## config.mk

```make
export PLATFORM = sky130hd
export DESIGN_NAME = tile_gid_decoder
export DESIGN_NICKNAME = d
export VERILOG_FILES = /design/src/rtl/tgd_pkg.sv /design/src/rtl/tgd_front.sv /design/src/rtl/tgd_fifo.sv /design/src/rtl/tgd_back.sv /design/src/rtl/tile_gid_decoder.sv
export VERILOG_INCLUDE_DIRS = /design/src /design/src/rtl
export SDC_FILE = /design/constraint.sdc
export NUM_CORES = 1
export LEC_CHECK = 0
export BUFFER_PORTS_ARGS = -buffer_cell sky130_fd_sc_hd__buf_2
export CORE_ASPECT_RATIO = 1.5
export CORE_MARGIN = 2
export CORE_UTILIZATION = 59
export CTS_CLUSTER_SIZE = 14
export DETAILED_ROUTE_END_ITERATION = 10
export PLACE_DENSITY = 0.8
export SLEW_MARGIN = 20
export SYNTH_ARGS = -nofsm -noshare
export SYNTH_HDL_FRONTEND = slang
export SYNTH_SLANG_ARGS = --single-unit
```

## constraint.sdc

```tcl
create_clock -name clk_i -period 9.25 [get_ports clk_i]
set_input_delay 1.3875 -clock clk_i [delete_from_list [all_inputs] [get_ports clk_i]]
set_output_delay 1.3875 -clock clk_i [all_outputs]
set_load 0.02 [all_outputs]
```

## src/rtl/tile_gid_decoder_assert.svh

```systemverilog
// Assertion macros for the tile decoder top level.
// Define ASSERT_OFF to compile all checks away.
`ifndef TILE_GID_DECODER_ASSERT_SVH
`define TILE_GID_DECODER_ASSERT_SVH

`ifndef ASSERT_OFF

// Same-cycle implication, disabled while reset is asserted.
`define TGD_ASSERT_IMP(lbl, clk, rstn, ante, cons) \
  lbl: assert property (@(posedge clk) disable iff (!(rstn)) (ante) |-> (cons)) \
    else $error("tile decoder assertion failed");

// Next-cycle implication, disabled while reset is asserted.
`define TGD_ASSERT_NXT(lbl, clk, rstn, ante, cons) \
  lbl: assert property (@(posedge clk) disable iff (!(rstn)) (ante) |=> (cons)) \
    else $error("tile decoder assertion failed");

`else

`define TGD_ASSERT_IMP(lbl, clk, rstn, ante, cons)
`define TGD_ASSERT_NXT(lbl, clk, rstn, ante, cons)

`endif

`endif

```

## src/rtl/tgd_pkg.sv

```systemverilog
`timescale 1ns / 1ps
`default_nettype none

package tgd_pkg;

  // Pixel size of one square tile.
  localparam int unsigned TILE_SIZE = 32;

  // Field widths.
  localparam int unsigned GID_W      = 32;
  localparam int unsigned ID_W       = 28;
  localparam int unsigned COLS_W     = 11;
  localparam int unsigned MAPW_W     = 13;
  localparam int unsigned POS_W      = 12;
  localparam int unsigned SRC_X_W    = 15;
  localparam int unsigned SRC_Y_W    = 33;
  localparam int unsigned DST_W      = 17;
  localparam int unsigned CNT_W      = $clog2(ID_W);
  localparam int unsigned CFG_IDX_W  = 1;
  localparam int unsigned CFG_DATA_W = 13;

  // Flag bit positions in the raw tile word.
  localparam int unsigned FLAG_H_BIT = 31;
  localparam int unsigned FLAG_V_BIT = 30;
  localparam int unsigned FLAG_D_BIT = 29;

  // Register limits.
  localparam logic [COLS_W-1:0] COLS_MAX = COLS_W'(1024);
  localparam logic [MAPW_W-1:0] MAPW_MAX = MAPW_W'(4096);
  localparam logic [POS_W-1:0]  ROW_MAX  = POS_W'(4095);

  // Configuration register indexes.
  localparam logic [CFG_IDX_W-1:0] REG_TILESET_COLUMNS = 1'b0;
  localparam logic [CFG_IDX_W-1:0] REG_MAP_WIDTH       = 1'b1;

  // Queue between front and back.
  localparam int unsigned Q_DEPTH = 2;
  localparam int unsigned Q_PTR_W = $clog2(Q_DEPTH);
  localparam int unsigned Q_CNT_W = $clog2(Q_DEPTH + 1);

  typedef struct packed {
    logic [GID_W-1:0] raw_gid;
    logic             last_in_layer;
  } in_beat_t;

  typedef struct packed {
    logic [SRC_X_W-1:0] src_x_px;
    logic [SRC_Y_W-1:0] src_y_px;
    logic               flip_h;
    logic               flip_v;
    logic [DST_W-1:0]   dst_x_px;
    logic [DST_W-1:0]   dst_y_px;
    logic               empty_cell;
  } out_beat_t;

  // Classified cell waiting for its divide.
  typedef struct packed {
    logic [ID_W-1:0]  index;
    logic             empty_cell;
    logic             flip_h;
    logic             flip_v;
    logic [DST_W-1:0] dst_x_px;
    logic [DST_W-1:0] dst_y_px;
  } cell_t;

endpackage

`default_nettype wire

```

## src/rtl/tgd_front.sv

```systemverilog
`timescale 1ns / 1ps
`default_nettype none

module tgd_front (
  input  wire logic                          clk_i,
  input  wire logic                          rst_ni,
  input  wire logic                          in_valid_i,
  output logic                               in_stall_o,
  input  wire tgd_pkg::in_beat_t             in_data_i,
  input  wire logic [tgd_pkg::MAPW_W-1:0]    map_width_i,
  output logic                               push_o,
  output tgd_pkg::cell_t                     push_data_o,
  input  wire logic                          q_full_i
);
  import tgd_pkg::*;

  logic [POS_W-1:0]  col_q, col_d;
  logic [POS_W-1:0]  row_q, row_d;
  logic [ID_W-1:0]   id;
  logic              empty;
  logic              fh, fv;
  logic              h, v, d;
  logic [MAPW_W-1:0] next_col;
  logic              accept;

  // A beat is taken whenever the queue has room.
  assign in_stall_o = q_full_i;
  assign accept     = in_valid_i && !q_full_i;
  assign push_o     = accept;

  // Split the word into flags and tile id.
  assign h     = in_data_i.raw_gid[FLAG_H_BIT];
  assign v     = in_data_i.raw_gid[FLAG_V_BIT];
  assign d     = in_data_i.raw_gid[FLAG_D_BIT];
  assign id    = in_data_i.raw_gid[ID_W-1:0];
  assign empty = (id == '0);

  // On a non-empty cell both flags together always flip; a single flag only without diagonal.
  assign fh = !empty && h && (v || !d);
  assign fv = !empty && v && (h || !d);

  always_comb begin
    push_data_o.index      = empty ? '0 : id - ID_W'(1);
    push_data_o.empty_cell = empty;
    push_data_o.flip_h     = fh;
    push_data_o.flip_v     = fv;
    push_data_o.dst_x_px   = DST_W'(32'(col_q) * 32'(TILE_SIZE));
    push_data_o.dst_y_px   = DST_W'(32'(row_q) * 32'(TILE_SIZE));
  end

  // Position advances per cell, wraps at map width, row saturates; last_in_layer clears it.
  assign next_col = MAPW_W'(col_q) + MAPW_W'(1);

  always_comb begin
    col_d = col_q;
    row_d = row_q;
    if (accept) begin
      if (in_data_i.last_in_layer) begin
        col_d = '0;
        row_d = '0;
      end else if (next_col >= map_width_i) begin
        col_d = '0;
        if (row_q < ROW_MAX) begin
          row_d = row_q + POS_W'(1);
        end
      end else begin
        col_d = next_col[POS_W-1:0];
      end
    end
  end

  always_ff @(posedge clk_i or negedge rst_ni) begin
    if (!rst_ni) begin
      col_q <= '0;
      row_q <= '0;
    end else begin
      col_q <= col_d;
      row_q <= row_d;
    end
  end

endmodule

`default_nettype wire

```

## src/rtl/tgd_fifo.sv

```systemverilog
`timescale 1ns / 1ps
`default_nettype none

module tgd_fifo (
  input  wire logic           clk_i,
  input  wire logic           rst_ni,
  input  wire logic           push_i,
  input  wire tgd_pkg::cell_t push_data_i,
  output logic                full_o,
  input  wire logic           pop_i,
  output logic                valid_o,
  output tgd_pkg::cell_t      pop_data_o
);
  import tgd_pkg::*;

  cell_t              mem_q [Q_DEPTH];
  logic [Q_PTR_W-1:0] wr_q, wr_d;
  logic [Q_PTR_W-1:0] rd_q, rd_d;
  logic [Q_CNT_W-1:0] cnt_q, cnt_d;
  logic               do_push, do_pop;

  assign full_o     = (cnt_q == Q_CNT_W'(Q_DEPTH));
  assign valid_o    = (cnt_q != '0);
  assign pop_data_o = mem_q[rd_q];
  assign do_push    = push_i && !full_o;
  assign do_pop     = pop_i && valid_o;

  // Pointer and fill count update.
  always_comb begin
    wr_d  = do_push ? Q_PTR_W'(wr_q + Q_PTR_W'(1)) : wr_q;
    rd_d  = do_pop ? Q_PTR_W'(rd_q + Q_PTR_W'(1)) : rd_q;
    cnt_d = cnt_q;
    if (do_push && !do_pop) begin
      cnt_d = cnt_q + Q_CNT_W'(1);
    end else if (do_pop && !do_push) begin
      cnt_d = cnt_q - Q_CNT_W'(1);
    end
  end

  always_ff @(posedge clk_i or negedge rst_ni) begin
    if (!rst_ni) begin
      wr_q  <= '0;
      rd_q  <= '0;
      cnt_q <= '0;
    end else begin
      wr_q  <= wr_d;
      rd_q  <= rd_d;
      cnt_q <= cnt_d;
    end
  end

  // Entry storage needs no reset.
  always_ff @(posedge clk_i) begin
    if (do_push) begin
      mem_q[wr_q] <= push_data_i;
    end
  end

endmodule

`default_nettype wire

```

## src/rtl/tgd_back.sv

```systemverilog
`timescale 1ns / 1ps
`default_nettype none

module tgd_back (
  input  wire logic                       clk_i,
  input  wire logic                       rst_ni,
  input  wire logic                       q_valid_i,
  input  wire tgd_pkg::cell_t             q_data_i,
  output logic                            pop_o,
  input  wire logic [tgd_pkg::COLS_W-1:0] cols_i,
  output logic                            out_valid_o,
  input  wire logic                       out_stall_i,
  output tgd_pkg::out_beat_t              out_data_o
);
  import tgd_pkg::*;

  localparam logic [1:0] ST_IDLE = 2'd0;
  localparam logic [1:0] ST_RUN  = 2'd1;
  localparam logic [1:0] ST_DONE = 2'd2;

  logic [1:0]        state_q, state_d;
  logic [CNT_W-1:0]  cnt_q, cnt_d;
  logic [ID_W-1:0]   quo_q, quo_d;
  logic [COLS_W-1:0] rem_q, rem_d;
  cell_t             cell_q, cell_d;
  logic              out_valid_q, out_valid_d;
  out_beat_t         out_q, out_d;
  logic [COLS_W:0]   trial;
  logic              fits;
  logic              slot_free;

  // One restoring step: bring down the next dividend bit and try a subtract.
  assign trial = {rem_q, quo_q[ID_W-1]};
  assign fits  = (trial >= {1'b0, cols_i});
  assign slot_free = !out_valid_q || !out_stall_i;

  always_comb begin
    state_d     = state_q;
    cnt_d       = cnt_q;
    quo_d       = quo_q;
    rem_d       = rem_q;
    cell_d      = cell_q;
    out_valid_d = out_valid_q && out_stall_i;
    out_d       = out_q;
    pop_o       = 1'b0;
    unique case (state_q)
      ST_IDLE: begin
        if (q_valid_i) begin
          pop_o  = 1'b1;
          cell_d = q_data_i;
          quo_d  = q_data_i.index;
          rem_d  = '0;
          cnt_d  = CNT_W'(ID_W - 1);
          // An empty cell has nothing to divide.
          state_d = q_data_i.empty_cell ? ST_DONE : ST_RUN;
        end
      end
      ST_RUN: begin
        rem_d = fits ? COLS_W'(trial - {1'b0, cols_i}) : trial[COLS_W-1:0];
        quo_d = {quo_q[ID_W-2:0], fits};
        cnt_d = cnt_q - CNT_W'(1);
        if (cnt_q == '0) begin
          state_d = ST_DONE;
        end
      end
      ST_DONE: begin
        // Scale to pixels and hand off once the output register is free.
        if (slot_free) begin
          out_d.src_x_px   = SRC_X_W'(32'(rem_q) * 32'(TILE_SIZE));
          out_d.src_y_px   = SRC_Y_W'(64'(quo_q) * 64'(TILE_SIZE));
          out_d.flip_h     = cell_q.flip_h;
          out_d.flip_v     = cell_q.flip_v;
          out_d.dst_x_px   = cell_q.dst_x_px;
          out_d.dst_y_px   = cell_q.dst_y_px;
          out_d.empty_cell = cell_q.empty_cell;
          out_valid_d      = 1'b1;
          state_d          = ST_IDLE;
        end
      end
      default: begin
        state_d = ST_IDLE;
      end
    endcase
  end

  always_ff @(posedge clk_i or negedge rst_ni) begin
    if (!rst_ni) begin
      state_q     <= ST_IDLE;
      out_valid_q <= 1'b0;
    end else begin
      state_q     <= state_d;
      out_valid_q <= out_valid_d;
    end
  end

  // Datapath registers.
  always_ff @(posedge clk_i) begin
    cnt_q  <= cnt_d;
    quo_q  <= quo_d;
    rem_q  <= rem_d;
    cell_q <= cell_d;
    out_q  <= out_d;
  end

  assign out_valid_o = out_valid_q;
  assign out_data_o  = out_q;

endmodule

`default_nettype wire

```

## src/rtl/tile_gid_decoder.sv

```systemverilog
`timescale 1ns / 1ps
`default_nettype none
// Channel   Direction  Handshake             Payload
// in        sink       in_valid_i/in_stall_o   in_beat_t: raw_gid, last_in_layer
// out       source     out_valid_o/out_stall_i out_beat_t: source, destination, flags
// cfg       sink       cfg_valid_i/cfg_ready_o cfg_index_i, cfg_data_i
//
// In the back end a cell is loaded, its tile id goes through a radix-2 restoring
// divide (one quotient bit per cycle), and the result is scaled and handed off.
// An empty cell skips the divide.
// The front accepts up to two beats ahead into its queue while the back divides.
// Reset clears the position counters, the queue and sets both registers to 1.
// A stalled output beat holds in the output register; the back waits on it.

module tile_gid_decoder (
  input  wire logic                          clk_i,
  input  wire logic                          rst_ni,
  input  wire logic                          in_valid_i,
  output logic                               in_stall_o,
  input  wire tgd_pkg::in_beat_t             in_data_i,
  output logic                               out_valid_o,
  input  wire logic                          out_stall_i,
  output tgd_pkg::out_beat_t                 out_data_o,
  input  wire logic                          cfg_valid_i,
  output logic                               cfg_ready_o,
  input  wire logic [tgd_pkg::CFG_IDX_W-1:0]  cfg_index_i,
  input  wire logic [tgd_pkg::CFG_DATA_W-1:0] cfg_data_i
);
  import tgd_pkg::*;
  `include "tile_gid_decoder_assert.svh"

  logic [COLS_W-1:0] cols_q;
  logic [MAPW_W-1:0] mapw_q;
  logic [COLS_W-1:0] cols_eff;
  logic [MAPW_W-1:0] mapw_eff;
  logic              push, q_full, q_valid, pop;
  cell_t             push_data, pop_data;
  logic [DST_W-1:0]  cols_px;

  // Configuration registers; writes are always taken.
  assign cfg_ready_o = 1'b1;

  always_ff @(posedge clk_i or negedge rst_ni) begin
    if (!rst_ni) begin
      cols_q <= COLS_W'(1);
      mapw_q <= MAPW_W'(1);
    end else if (cfg_valid_i) begin
      unique case (cfg_index_i)
        REG_TILESET_COLUMNS: cols_q <= cfg_data_i[COLS_W-1:0];
        REG_MAP_WIDTH:       mapw_q <= cfg_data_i[MAPW_W-1:0];
        default: begin
        end
      endcase
    end
  end

  // Clamp register values into their meaningful ranges.
  always_comb begin
    cols_eff = cols_q;
    if (cols_q == '0) begin
      cols_eff = COLS_W'(1);
    end else if (cols_q > COLS_MAX) begin
      cols_eff = COLS_MAX;
    end
    mapw_eff = mapw_q;
    if (mapw_q == '0) begin
      mapw_eff = MAPW_W'(1);
    end else if (mapw_q > MAPW_MAX) begin
      mapw_eff = MAPW_MAX;
    end
  end

  tgd_front u_front (
    .clk_i       (clk_i),
    .rst_ni      (rst_ni),
    .in_valid_i  (in_valid_i),
    .in_stall_o  (in_stall_o),
    .in_data_i   (in_data_i),
    .map_width_i (mapw_eff),
    .push_o      (push),
    .push_data_o (push_data),
    .q_full_i    (q_full)
  );

  tgd_fifo u_fifo (
    .clk_i       (clk_i),
    .rst_ni      (rst_ni),
    .push_i      (push),
    .push_data_i (push_data),
    .full_o      (q_full),
    .pop_i       (pop),
    .valid_o     (q_valid),
    .pop_data_o  (pop_data)
  );

  tgd_back u_back (
    .clk_i       (clk_i),
    .rst_ni      (rst_ni),
    .q_valid_i   (q_valid),
    .q_data_i    (pop_data),
    .pop_o       (pop),
    .cols_i      (cols_eff),
    .out_valid_o (out_valid_o),
    .out_stall_i (out_stall_i),
    .out_data_o  (out_data_o)
  );

  // Width of one tileset row in pixels, for checking the source column.
  assign cols_px = DST_W'(32'(cols_eff) * 32'(TILE_SIZE));

  `TGD_ASSERT_IMP(a_empty_no_src, clk_i, rst_ni, out_valid_o && out_data_o.empty_cell, out_data_o.src_x_px == '0 && out_data_o.src_y_px == '0 && !out_data_o.flip_h && !out_data_o.flip_v)
  `TGD_ASSERT_IMP(a_src_x_in_row, clk_i, rst_ni, out_valid_o, DST_W'(out_data_o.src_x_px) < cols_px)
  `TGD_ASSERT_NXT(a_full_stalls, clk_i, rst_ni, in_valid_i && !in_stall_o && q_full == 1'b0 && q_valid && !pop, in_stall_o)

endmodule

`default_nettype wire
```

==> impl_metrics.yaml <==
outcome:
  status: "finished clean"
worst_setup_path:
  cp_slowest_cell: "a2111oi_0"
  endpoint_kind: "register"
  crit_family: "compound AO/OA/AOI/OAI gates"
  path_depth: 12
  critPathLaunchType: "register"
  critPathKind: "register to register"
  critPathMaxFanout: 7
  reg2regPathDepth: 12
  timing.reg2reg.setup_slack_ps: 5430
  rr_startpoint: "u_front.col_q[0]$_DFFE_PN0P_"
  critical_path.max_stage_delay_ps: 680
  crit_end: "u_front.row_q[6]$_DFFE_PN0P_"
  crit_arrival_ps: 4230
  r2r-end: "u_front.row_q[6]$_DFFE_PN0P_"
  cp.required_ps: 9660
  crit_start: "u_front.col_q[0]$_DFFE_PN0P_"
  cp_cell_sequence: "ha_1, and3_1, and3_1, nand3_1, xnor2_1, ha_1, a211oi_1, o21bai_1, o22ai_1, a2111oi_0, mux2i_1, o21ai_0"
  crit_buf_inv: 0
hold_path:
  hold_path_class: "register to register"
synth:
  yosysMostFrequentCell: "edfxtp_1"
  syn_avg_cell_area_um2: 13.9
  yosys_warnings: 0
  synth_cells: 952
  synth-edff-count: 246
  yosys.area.top_type: "edfxtp_1"
  netlist.area_leader.share_pct: 56.0
  synth_area_leaders: "edfxtp_1 (56%), dfrtp_1 (10%), mux2_2 (4.3%)"
  async_flop_share_pct: 18.3
  ys_top_cells_by_count: "edfxtp_1 (246), nand2_1 (83), o21ai_0 (59), dfrtp_1 (53), mux2_2 (50)"
  synth-seq-cells: 301
  synthFlopType: "edfxtp_1"
  ys_seq_area_share_pct: 66.4
  ys_types: 64
  netlist_area_um2: 13200
timing:
  rsz0062_at_grt: "no"
  period_share_pct: 41.3
  fin_skew_ps: 8.77
  slew_headroom_pct: 44.6
  fin_setup_tns_ps: 0
  period_needed_ps: 3820
  setup_viol: 0
  hold_viol_final: 0
  tightest_slew_ps: 831
  max_freq_mhz: 261
  final-max-slew-violation-count: 0
power:
  power_density_nw_per_um2: 326
  p_total_w: 0.00489
  power_switching_w: 0.00157
  p_leak_nw: 5.75
  power_frac_comb_pct: 28.3
  p_clk_share_pct: 25.1
  p_sw_share_pct: 32.1
  power_frac_seq_pct: 46.6
  peakVddDrop_uv: 162
  intPower_w: 0.00332
global_routing:
  grt_pass1_wl_um: 40600
  grt_usage_pct: 21.3
  overflow: 0
  grt_antenna_before_repair: 0
  grt_pass1_vias: 8158
  grt_max_degree: 63
finish:
  fin_nets: 1153
  drive_gt1_share_pct: 23.7
  num-fill-cells: 1564
  diodes: 0
  syn_to_final_growth_pct: 13.8
clock_tree:
  cts_buffer_depth: 3
  cts_resized: 0
  ctsHoldBuffers: 0
  clkTransAtPathRegs_ps: 70
  cts-root-buf: "clkbuf_16"
  cts_max_level: 1
  cts_made_buffers: 28
  cts_setup_buffers: 0
  clk_latency_ps: 540
  cts_tree: "yes"
  clock-sinks: 301
placement:
  place_hpwl_um: 16500
  io_buffers: 117
  globalplace.congestion: 0.861
route:
  vias: 7939
  dr.pass1.iters: 5
  detail-route-antenna-nets: 0
  drt-initial-drc-count: 516
  drc: 0
  routed_via_density: 5.80
  post_drt_wl_per_cell_um: 18.1
  drt-total-wl_um: 24700
floorplan:
  die_w_um: 126
  die_y_um: 187
  die-area_um2: 23600
  core_area_um2: 22100
  ios: 140
  rows: 67
  start_util_pct: 59.6
flow_run:
  maxCapViolCount: 0
==> layout by cell type (no fill, tap or decap), types with 5 or more instances in the layout <==
cell / n
a21oi_1: 24
clkbuf_16: 30
bufinv_16: 5
conb_1: 21
xor2_1: 19
a22o_1: 6
ha_1: 30
nor2b_1: 8
o211ai_1: 6
or3_1: 16
a21o_1: 5
nand2b_1: 11
dfrtp_1: 52
nand2_1: 82
nor2_2: 16
clkbuf_1: 9
o21a_1: 7
nor3_1: 14
o21ai_0: 59
nor2_1: 36
nor4_1: 6
and3_1: 12
mux2_2: 50
inv_1: 17
edfxtp_1: 246
nand3_1: 21
buf_2: 117
mux2i_1: 38
a2111oi_0: 5
a31oi_1: 8
buf_4: 9
xnor2_1: 22
==> sequential cells by signal, summed over array words and instances, names as in the netlist, 2 cells and up <==
| signal | count |
|---|---|
| u_back.cell_q | 27 |
| u_back.rem_q | 11 |
| u_back.out_data_o | 65 |
| u_fifo.cnt_q | 2 |
| u_fifo.mem_q | 110 |
| mapw_q | 13 |
| u_back.quo_q | 28 |
| u_back.cnt_q | 5 |
| cols_q | 11 |
| u_front.col_q | 12 |
| u_back.state_q | 2 |
| u_front.row_q | 12 |
==> stage by stage <==
step           util [%]  hold WS (ps)  worst slack [ps]  cell area (um2)  std cells
5_1_grt            67.8           419              5160            15000       1368
3_3_place_gp       63.2           401              5420            14000       1315
3_5_place_dp       63.2           405              5400            14000       1315
4_1_cts            67.7           418              5500            15000       1367
2_1_floorplan         -           400              4260            13300        971
6_report           67.8           415              5430            15000       1368
==> worst min path at each step <==
stage                                      startpoint                               to  slack, ps  cells after the start
final                     u_back.cell_q[30]$_DFFE_PP_  u_back.out_data_o[31]$_DFFE_PP_        410                      0
after global routing      u_back.cell_q[25]$_DFFE_PP_  u_back.out_data_o[26]$_DFFE_PP_        420                      0
after CTS                 u_back.cell_q[30]$_DFFE_PP_  u_back.out_data_o[31]$_DFFE_PP_        420                      0
after detailed placement  u_back.cell_q[11]$_DFFE_PP_  u_back.out_data_o[12]$_DFFE_PP_        400                      0
after global placement    u_back.cell_q[23]$_DFFE_PP_  u_back.out_data_o[24]$_DFFE_PP_        400                      0
after floorplan           u_back.cell_q[36]$_DFFE_PP_   u_back.out_data_o[0]$_DFFE_PP_        400                      0
==> metal layers <==
layer | vias up | GRT usage [%] | wire (um) | share of wire (%)
li1 | 3777 | - | - | -
met1 | 3873 | 26.0 | 9710 | 39
met2 | 243 | 38.6 | 13200 | 53
met3 | 46 | 3.18 | 1180 | 4.8
met4 | 0 | 6.85 | 652 | 2.6
met5 | - | 0 | 0 | 0
==> power by group through the flow <==
| stage | clock [W] | sequential, W | combinational (W) |
|---|---|---|---|
| after floorplan | 0 | 0.00236 | 0.000899 |
| after global placement | 0 | 0.00229 | 0.00133 |
| after detailed placement | 0 | 0.00231 | 0.00138 |
| after CTS | 0.00125 | 0.00228 | 0.00138 |
| after global routing | 0.00130 | 0.00232 | 0.00153 |
| final | 0.00123 | 0.00228 | 0.00138 |
==> cells by family after synthesis <==
logic type	Yosys count	share of synthesized area (%)
other cells	2	0.0569
simple gates	257	10.2
xor+xnor	41	2.72
mux	88	7.15
flops	301	66.4
fa+ha+maj	31	3.00
compound gates	156	7.56
buf+inv	76	2.93
==> layout make-up <==
class / instances / area, um2 / share of cell area (%)
clock buffer: 42 / 826 / 5.50
tap: 276 / 345 / 2.30
timing repair buffer: 127 / 681 / 4.53
multi-input combinational: 594 / 4160 / 27.7
inverter: 18 / 67.6 / 0.450
sequential: 301 / 8770 / 58.4
clock inverter: 10 / 171 / 1.14
Power figures use the tool's default switching activity.
